--- src/rtl/dlrs_pkg.sv ---
`timescale 1ns / 1ps
// ----------------------------------------------------------------------------
// dlrs_pkg
// Shared opcodes, controller states and command/status bundles of the dense
// layer.
// ----------------------------------------------------------------------------
package dlrs_pkg;

  localparam int DATA_W   = 16;
  localparam int CNT_W    = 5;
  localparam int NIDX_W   = 4;
  localparam int ACT_W    = 15;
  localparam int CFG_IW   = 2;
  localparam int LR_W     = 16;
  localparam int COUNT_MAX = 31;
  localparam int ACT_MAX  = 32767;

  typedef enum logic [2:0] {
    OP_LOAD_W  = 3'd0,
    OP_LOAD_B  = 3'd1,
    OP_LOAD_WG = 3'd2,
    OP_LOAD_BG = 3'd3,
    OP_INPUT   = 3'd4,
    OP_APPLY   = 3'd5,
    OP_RSVD6   = 3'd6,
    OP_RSVD7   = 3'd7
  } opcode_t;

  typedef enum logic [1:0] {
    CFG_INPUTS  = 2'd0,
    CFG_OUTPUTS = 2'd1,
    CFG_LRATE   = 2'd2,
    CFG_NONE    = 2'd3
  } cfg_idx_t;

  localparam logic STATUS_OK  = 1'b0;
  localparam logic STATUS_ERR = 1'b1;

  typedef enum logic [3:0] {
    ST_IDLE,
    ST_ERR,
    ST_N_INIT,
    ST_N_LOAD,
    ST_MAC,
    ST_DRAIN,
    ST_FINISH,
    ST_A_RD,
    ST_A_MUL,
    ST_A_WR
  } state_t;

  typedef struct packed {
    logic wr_w;
    logic wr_wg;
    logic wr_b;
    logic wr_bg;
    logic push_x;
    logic end_vec;
    logic mac_vld;
    logic acc_load;
    logic sel_bias;
    logic apply_mul;
    logic apply_wr;
    logic out_load_act;
    logic out_load_err;
    logic out_last;
  } cmd_t;

  typedef struct packed {
    logic             out_free;
    logic [CNT_W-1:0] count;
  } sts_t;

endpackage

--- src/rtl/dlrs_ctrl.sv ---
`timescale 1ns / 1ps
// ----------------------------------------------------------------------------
// dlrs_ctrl
// Sequencer of the dense layer: takes items, holds the configuration and
// steps the datapath through loads, neuron sums and the weight update.
// ----------------------------------------------------------------------------
module dlrs_ctrl
  import dlrs_pkg::*;
#(
  parameter int MAX_INPUTS  = 16,
  parameter int MAX_OUTPUTS = 16,
  parameter int RowW        = 4,
  parameter int ColW        = 4
) (
  input  logic              clk,
  input  logic              rst_n,
  input  logic              in_valid,
  output logic              in_stall,
  input  logic [2:0]        in_opcode,
  input  logic [3:0]        in_row_index,
  input  logic [3:0]        in_col_index,
  input  logic              in_vector_end,
  input  logic              cfg_valid,
  output logic              cfg_ready,
  input  logic [CFG_IW-1:0] cfg_index,
  input  logic [LR_W-1:0]   cfg_data,
  output logic [LR_W-1:0]   learn_rate,
  output logic [RowW-1:0]   row,
  output logic [ColW-1:0]   col,
  output logic [NIDX_W-1:0] nidx,
  output cmd_t              cmd,
  input  sts_t              sts
);

  localparam int OutCap = (MAX_OUTPUTS < 16) ? MAX_OUTPUTS : 16;

  state_t           state_r, state_nxt;
  logic [CNT_W-1:0] iiu_r, iiu_nxt;
  logic [CNT_W-1:0] oiu_r, oiu_nxt;
  logic [LR_W-1:0]  lr_r, lr_nxt;
  logic [CNT_W-1:0] i_r, i_nxt;
  logic [CNT_W-1:0] z_r, z_nxt;
  logic             dr_r, dr_nxt;
  logic             bph_r, bph_nxt;

  logic             accept;
  opcode_t          op;
  logic             rc_ok;
  logic             c_ok;
  logic [CNT_W-1:0] cnt_inc;
  logic             match;
  logic [CNT_W-1:0] eff_out;
  logic [CNT_W-1:0] n_in;
  logic             last_z;
  logic             last_i;

  assign in_stall   = (state_r != ST_IDLE);
  assign accept     = in_valid && !in_stall;
  assign op         = opcode_t'(in_opcode);
  assign cfg_ready  = 1'b1;
  assign learn_rate = lr_r;

  assign c_ok    = (32'(in_col_index) < MAX_OUTPUTS);
  assign rc_ok   = (32'(in_row_index) < MAX_INPUTS) && c_ok;
  assign cnt_inc = (32'(sts.count) == COUNT_MAX) ? sts.count : sts.count + 1'b1;
  assign match   = (cnt_inc == iiu_r) && (iiu_r != '0) && (32'(iiu_r) <= MAX_INPUTS);
  assign eff_out = (oiu_r == '0) ? CNT_W'(1) :
                   ((32'(oiu_r) > OutCap) ? CNT_W'(OutCap) : oiu_r);
  assign n_in    = (32'(iiu_r) > MAX_INPUTS) ? CNT_W'(MAX_INPUTS) : iiu_r;
  assign last_i  = ((i_r + 1'b1) == eff_out);
  assign last_z  = bph_r ? 1'b1 : ((z_r + 1'b1) >= n_in);

  always_ff @(posedge clk) begin
    if (!rst_n) begin
      state_r <= ST_IDLE;
      iiu_r   <= CNT_W'(16);
      oiu_r   <= CNT_W'(16);
      lr_r    <= '0;
      i_r     <= '0;
      z_r     <= '0;
      dr_r    <= 1'b0;
      bph_r   <= 1'b0;
    end else begin
      state_r <= state_nxt;
      iiu_r   <= iiu_nxt;
      oiu_r   <= oiu_nxt;
      lr_r    <= lr_nxt;
      i_r     <= i_nxt;
      z_r     <= z_nxt;
      dr_r    <= dr_nxt;
      bph_r   <= bph_nxt;
    end
  end

  always_comb begin
    iiu_nxt = iiu_r;
    oiu_nxt = oiu_r;
    lr_nxt  = lr_r;
    if (cfg_valid && cfg_ready) begin
      unique case (cfg_idx_t'(cfg_index))
        CFG_INPUTS:  iiu_nxt = cfg_data[CNT_W-1:0];
        CFG_OUTPUTS: oiu_nxt = cfg_data[CNT_W-1:0];
        CFG_LRATE:   lr_nxt  = cfg_data;
        default:     ;
      endcase
    end
  end

  always_comb begin
    state_nxt = state_r;
    unique case (state_r)
      ST_IDLE: begin
        if (accept && op == OP_INPUT && in_vector_end) begin
          state_nxt = match ? ST_N_INIT : ST_ERR;
        end else if (accept && op == OP_APPLY) begin
          state_nxt = ST_A_RD;
        end
      end
      ST_ERR:    if (sts.out_free) state_nxt = ST_IDLE;
      ST_N_INIT: state_nxt = ST_N_LOAD;
      ST_N_LOAD: state_nxt = ST_MAC;
      ST_MAC:    if ((z_r + 1'b1) == iiu_r) state_nxt = ST_DRAIN;
      ST_DRAIN:  if (dr_r) state_nxt = ST_FINISH;
      ST_FINISH: begin
        if (sts.out_free) state_nxt = last_i ? ST_IDLE : ST_N_INIT;
      end
      ST_A_RD:   state_nxt = ST_A_MUL;
      ST_A_MUL:  state_nxt = ST_A_WR;
      ST_A_WR: begin
        if (bph_r && last_i) state_nxt = ST_IDLE;
        else                 state_nxt = ST_A_RD;
      end
      default:   state_nxt = ST_IDLE;
    endcase
  end

  always_comb begin
    cmd     = '0;
    i_nxt   = i_r;
    z_nxt   = z_r;
    dr_nxt  = dr_r;
    bph_nxt = bph_r;
    row     = RowW'(z_r);
    col     = ColW'(i_r);
    nidx    = NIDX_W'(i_r);
    unique case (state_r)
      ST_IDLE: begin
        row   = RowW'(in_row_index);
        col   = ColW'(in_col_index);
        i_nxt = '0;
        z_nxt = '0;
        if (accept) begin
          unique case (op)
            OP_LOAD_W:  cmd.wr_w  = rc_ok;
            OP_LOAD_WG: cmd.wr_wg = rc_ok;
            OP_LOAD_B:  cmd.wr_b  = c_ok;
            OP_LOAD_BG: cmd.wr_bg = c_ok;
            OP_INPUT: begin
              cmd.push_x  = 1'b1;
              cmd.end_vec = in_vector_end;
            end
            OP_APPLY:   bph_nxt = (n_in == '0);
            default:    ;
          endcase
        end
      end
      ST_ERR: cmd.out_load_err = sts.out_free;
      ST_N_INIT: z_nxt = '0;
      ST_N_LOAD: cmd.acc_load = 1'b1;
      ST_MAC: begin
        cmd.mac_vld = 1'b1;
        z_nxt       = z_r + 1'b1;
        dr_nxt      = 1'b0;
      end
      ST_DRAIN: dr_nxt = !dr_r;
      ST_FINISH: begin
        if (sts.out_free) begin
          cmd.out_load_act = 1'b1;
          cmd.out_last     = last_i;
          i_nxt            = i_r + 1'b1;
        end
      end
      ST_A_RD:  cmd.sel_bias = bph_r;
      ST_A_MUL: begin
        cmd.sel_bias  = bph_r;
        cmd.apply_mul = 1'b1;
      end
      ST_A_WR: begin
        cmd.sel_bias = bph_r;
        cmd.apply_wr = 1'b1;
        cmd.wr_w     = !bph_r;
        cmd.wr_b     = bph_r;
        if (bph_r) begin
          z_nxt   = '0;
          i_nxt   = i_r + 1'b1;
          bph_nxt = (n_in == '0);
        end else if (last_z) begin
          bph_nxt = 1'b1;
        end else begin
          z_nxt = z_r + 1'b1;
        end
      end
      default: ;
    endcase
  end

endmodule

--- config.mk ---
export PLATFORM = sky130hd
export DESIGN_NAME = dlrs_ctrl
export DESIGN_NICKNAME = d
export VERILOG_FILES = /design/src/rtl/dlrs_pkg.sv /design/src/rtl/dlrs_ctrl.sv
export SDC_FILE = /design/constraint.sdc
export NUM_CORES = 1
export LEC_CHECK = 0
export ABC_AREA = 1
export BUFFER_PORTS_ARGS = -buffer_cell sky130_fd_sc_hd__buf_2
export CELL_PAD_IN_SITES_DETAIL_PLACEMENT = 2
export CELL_PAD_IN_SITES_GLOBAL_PLACEMENT = 2
export CORE_MARGIN = 8
export CORE_UTILIZATION = 29
export CTS_CLUSTER_DIAMETER = 50
export CTS_CLUSTER_SIZE = 24
export DETAILED_ROUTE_END_ITERATION = 7
export PLACE_DENSITY_LB_ADDON = 0.1
export SYNTH_ARGS = -nofsm -noshare
export SYNTH_HDL_FRONTEND = slang
export SYNTH_SLANG_ARGS = --single-unit
export TNS_END_PERCENT = 50
--- constraint.sdc ---
create_clock -name clk -period 4.5 [get_ports clk]
set_input_delay 0.9 -clock clk [delete_from_list [all_inputs] [get_ports clk]]
set_output_delay 0.9 -clock clk [all_outputs]
set_load 0.01 [all_outputs]
; Word level (Yosys, flattened, before mapping)
; Cells that the tools add are included.
; Widths: inputs -> output; s select.
[totals]
input_bits = 40
latch_bits = 0
out_inout_bits = 44
mem_bits_rw = 0
memories = 0
romBits = 0
reg_bits = 42
[classes]
addsub = 3
magnitude_cmp = 4
n_mux = 49
eq_ne = 29
n_reduce_logical = 30
bitwise_logic = 0
div_mod_pow = 0
shift = 0
multipliers = 0
[op_table]
columns = op, count
row1 = $mux 5, 8
row2 = $pmux 4 s10, 1
row3 = $mux 4, 8
row4 = $pmux 5 s3, 2
row5 = $mux 1, 20
row6 = $eq 4x3->1 const B, 4
row7 = $add 5x1->5 const B, 3
row8 = $eq 5x5->1, 3
row9 = $ne 2x2->1 const B, 7
row10 = $gt 5x5->1 const B, 2
row11 = $logic_not 5->1, 2
row12 = $eq 4x2->1 const B, 2
row13 = $eq 4x4->1 const B, 2
row14 = $pmux 1 s2, 4
row15 = $reduce_and 2->1, 4
row16 = $logic_and 1x1->1, 7
row17 = $eq 3x2->1 const B, 2
row18 = $eq 3x3->1 const B, 2
row19 = $mux 2, 3
row20 = $mux 3, 2
row21 = $mux 6, 1
row22 = $ne 3x3->1 const B, 2
row23 = $reduce_and 3->1, 2
row24 = $reduce_bool 3->1, 2
row25 = 17 further kinds, 20

; Logic depth before layout (Yosys ltp)
[depth]
ltp_word = 8
depth_mapped = 14
depth_no_buf = 14

; Worst setup path before layout
; OpenSTA, ideal clock, no wires.
[synth_path]
path_kind = input -> output
from = input in_opcode[1]
to = output cmd[11] (netlist bit)
stages = 3
arrival_time_ns = 1.486
path_slack_ns = 2.114
n_path_buf = 0
cell_sequence = inv_1 > nand2_1 > o32ai_1
[synth_rtl]
columns = item, line
row1 = start: declaration, dlrs_ctrl.sv:19  ; input logic [2:0] in_opcode,
row2 = end: declaration, dlrs_ctrl.sv:31  ; output cmd_t cmd,

==> metrics.md <==
| Metric | Value |
|---|---|
| Syn Nets | `between 400 and 500` |
| Post-Synth Adder-Cell Area | `under 10%` |
| P_int | `0.931 mW` |
| HPWL Detailed | `slightly below 8 mm` |
| TNS Setup | `0 ns` |
| Input/output buffers | `a little over 80` |
| Total leakage power | `1.70 nW` |
| Final number of hold-violating endpoints | `0` |
| Synth Area in Simple Gates | `39.2%` |
| Post-synthesis compound-gate area fraction | `between 10 and 15%` |
| First-pass GRT wire length | `around 17 mm` |
| R2R Path Start | `z_r[0]` |
| Reg-to-reg endpoint | `state_r[1]` |
| WHS Path Cells | `2` |
| Worst-Skew Late Latency | `between 0.2 and 0.3 ns` |
| Switching share of power | `46.4%` |
| Num ports | `84` |
| Synth-to-layout area growth | `22.5%` |
| Avg Inst Size Synth | `6.38 µm²` |
| Critical path peak fanout | `21` |
| Number of global-route vias before repair | `3350` |
| Initial antenna violation count | `0` |
| Critical Path End Type | `output pin` |
| Met1 Wirelength | `4.50 mm` |
| Via Count | `3044` |
| Startpoint types | `flop` |
| Unrepaired setup endpoints after global routing | `no` |
| CTS Buf Count | `5` |
| Post-synth cell types | `39` |
| CTS root buf | `clkbuf_8` |
| Mapped Area | `roughly 0.0027 mm²` |
| R2r worst-path depth | `14` |
| CP required | `3.60 ns` |
| Wirelength per Cell | `16.2 µm` |
| GRT Resource Usage Total | `15.9%` |
| Routability cong. | `between 0.7 and 0.8` |
| Max-cap violations | `0` |
| CTS Hold Bufs | `0` |
| Initial Util | `~30%` |
| Hold Crit Endpoint | `dr_r` |
| Layout Utilization | `36.6%` |
| Core area | `just over 0.009 mm²` |
| Worst path slowest cell | `nor2_4` |
| Ant. Diodes | `0` |
| Met3 WL | `roughly 490 µm` |
| Grt ovf | `0` |
| Post-CTS sizing | `0` |
| Achievable Freq | `about 350 MHz` |
| CP Class | `flop to output pin` |
| CP Cell Sequence | `nor2_4, inv_2, nor2_4, nand2_2, o32ai_1, buf_2` |
| H-tree depth | `2` |
| CP dominant cell by count | `nor2_4` |
| Hold slack | `0.488 ns` |
| Reg clk slew, reported paths | `0.09 ns` |
| DP Worst Slack | `~1.9 ns` |
| Vias/cell | `4.93` |
| Row count | `35` |
| Largest net degree at the start of global routing | `29` |
| NumNets Final | `roughly 550` |
| Tot Pwr | `1.74 mW` |
| R2R setup slack | `2.11 ns` |
| Hold Path Class | `flop to flop` |
| CTS tree | `built` |
| XOR/XNOR Fraction of Synth Area | `1.60%` |
| Max Root-Sink Buffers | `2` |
| Psw | `slightly above 0.8 mW` |
| Mux cell area share after synthesis | `0%` |
| Pre-antenna DRT Iters | `4` |
| Slew Limit Fails | `0` |
| CP Launch Point | `state_r[2]` |
| Setup ws final | `approximately 1.6 ns` |
| Syn Inst Count | `430` |
| Largest family of logic cells by synthesized area | `simple AND/OR/NAND/NOR gates` |
| Routed Antenna Nets | `0` |
| Full die area | `0.0128 mm²` |
| Period utilization | `63.7%` |
| Fin Clk Skew | `between 0.002 and 0.003 ns` |
| Status | `complete, no violations` |
| Die height | `between 100 and 150 µm` |
| Slew HR | `around 62%` |
| Setup violators final | `0` |
| Final min period | `2.87 ns` |
| Max Used Layer | `met4` |
| Post-CTS Setup Repair Bufs | `0` |
| Reg power frac | `26.8%` |
| Worst VDD drop | `0.000179 V` |
| Final wirelength | `10.0 mm` |
| Part of the power in the clock network | `21.2%` |
| #FFs+latches synth | `42` |
| Yosys warns | `0` |
| Post-synthesis sequential area ratio | `just over 30%` |
| Residual DRC | `0` |
| Routed wl met2 | `slightly below 5 mm` |
| Initial DRC Count | `between 100 and 150` |
| Critical Path AT | `slightly below 2 ns` |
| HP Start | `dr_r` |
| Logic pwr share | `52.0%` |
| Worst path max stage delay | `0.44 ns` |
| Clk sink count | `42` |
| Die width | `between 100 and 150 µm` |
| Layout cell share with drive strength beyond 1 | `25.0%` |
| P per Cell Area | `516 mW/mm²` |
| Worst-Margin Slew | `0.564 ns` |
==> through the flow <==
| step | cells | instance area [µm²] |
|---|---|---|
| after floorplan | 430 | 2750 |
| after global placement | 610 | 3230 |
| after detailed placement | 610 | 3230 |
| after CTS | 618 | 3360 |
| after global routing | 618 | 3360 |
| final | 618 | 3360 |
==> synthesized netlist by cell type <==
cell type / n / area share [%]
a21oi_2: 1 / 0.32
nand4_2: 2 / 0.91
nand2_4: 1 / 0.41
nand2_2: 8 / 1.8
conb_1: 1 / 0.14
xor2_1: 3 / 0.96
a21boi_0: 1 / 0.27
a32oi_1: 1 / 0.32
o21ai_1: 2 / 0.36
nor4_1: 2 / 0.46
nor3_1: 5 / 0.91
o2111ai_1: 1 / 0.32
nand4_1: 5 / 1.1
o21bai_1: 4 / 1.1
a22oi_1: 3 / 0.82
o21ai_0: 33 / 6.0
buf_2: 1 / 0.18
inv_1: 47 / 6.4
nor3_2: 1 / 0.36
nor2_2: 4 / 0.91
buf_4: 6 / 1.6
clkbuf_1: 7 / 0.96
xnor2_1: 2 / 0.64
o32ai_1: 1 / 0.32
clkinv_1: 1 / 0.14
nand2_1: 93 / 13
inv_2: 10 / 1.4
nor2_4: 6 / 2.5
a31oi_1: 2 / 0.46
o211ai_1: 2 / 0.55
nand3b_1: 1 / 0.27
nand3_1: 31 / 5.7
a21oi_1: 18 / 3.3
nand3_2: 2 / 0.73
nor2_1: 70 / 9.6
or2_1: 1 / 0.23
ha_1: 8 / 3.6
dfxtp_1: 42 / 31
nor3_4: 1 / 0.59
==> sequential cells by signal (all words and copies together) (netlist names) <==
| name | cells |
|---|---|
| learn_rate | 16 |
| bph_r | 1 |
| z_r | 5 |
| iiu_r | 5 |
| oiu_r | 5 |
| state_r | 4 |
| i_r | 5 |
| dr_r | 1 |
==> power groups by stage <==
stage | combinational [mW] | sequential [mW] | clock (mW)
2_1_floorplan | 0.641 | 0.466 | 0
3_3_place_gp | 0.889 | 0.470 | 0
3_5_place_dp | 0.911 | 0.474 | 0
4_1_cts | 0.929 | 0.465 | 0.380
5_1_grt | 1.03 | 0.472 | 0.394
6_report | 0.903 | 0.465 | 0.368
==> layout make-up <==
type	instances	area [µm²]
timing repair buffer	83	418
clock buffer	5	68.8
tap	111	139
sequential	42	841
fill	1169	5830
inverter	58	218
clock inverter	3	68.8
multi-input combinational	316	1610
==> kinds of logic after synthesis <==
| logic type | Yosys count |
|---|---|
| and+or+nand+nor | 233 |
| buffers and inverters | 72 |
| AOI/OAI and AO/OA | 69 |
| DFF | 42 |
| adders and majority gates | 8 |
| xor gates and xnor gates | 5 |
| other | 1 |
==> per-layer routing <==
layer / vias up / global-route usage, %
met4: 0 / 3.29
met5: - / 0
met2: 54 / 28.2
met3: 6 / 4.31
li1: 1522 / -
met1: 1462 / 18.7
==> worst max path at each step <==
stage / endpoint / slack, ns / cells past startpoint
final: cmd[11] / 1.63 / 6
after global routing: cmd[8] / 1.45 / 8
after CTS: cmd[11] / 1.57 / 6
after detailed placement: cmd[11] / 1.91 / 6
after global placement: cmd[11] / 1.96 / 5
after floorplan: cmd[11] / 2.11 / 3
==> layout by cell type (no fill, tap or decap), drive strengths merged <==
cell type  instances
a21boi             1
nor2              80
nand3b             1
o32ai              1
o21bai             4
nor3               7
xnor2              2
inv               57
nor4               2
xor2               3
nand4              7
a32oi              1
clkbuf             5
o211ai             2
ha                 8
bufinv             2
a22oi              3
a21oi             19
conb               1
nand3             33
or2                1
buf               83
o21ai             35
clkinv             2
o2111ai            1
dfxtp             42
nand2            102
a31oi              2
==> worst max-delay path: cells and delay by family (launching register included) <==
kind                   cells  cell delay, ns
AND/OR/NAND/NOR            3            0.77
flip-flops                 1            0.40
buffers and inverters      2            0.26
AO/OA/AOI/OAI              1            0.25
No activity file was read; power rests on OpenSTA's default activity.
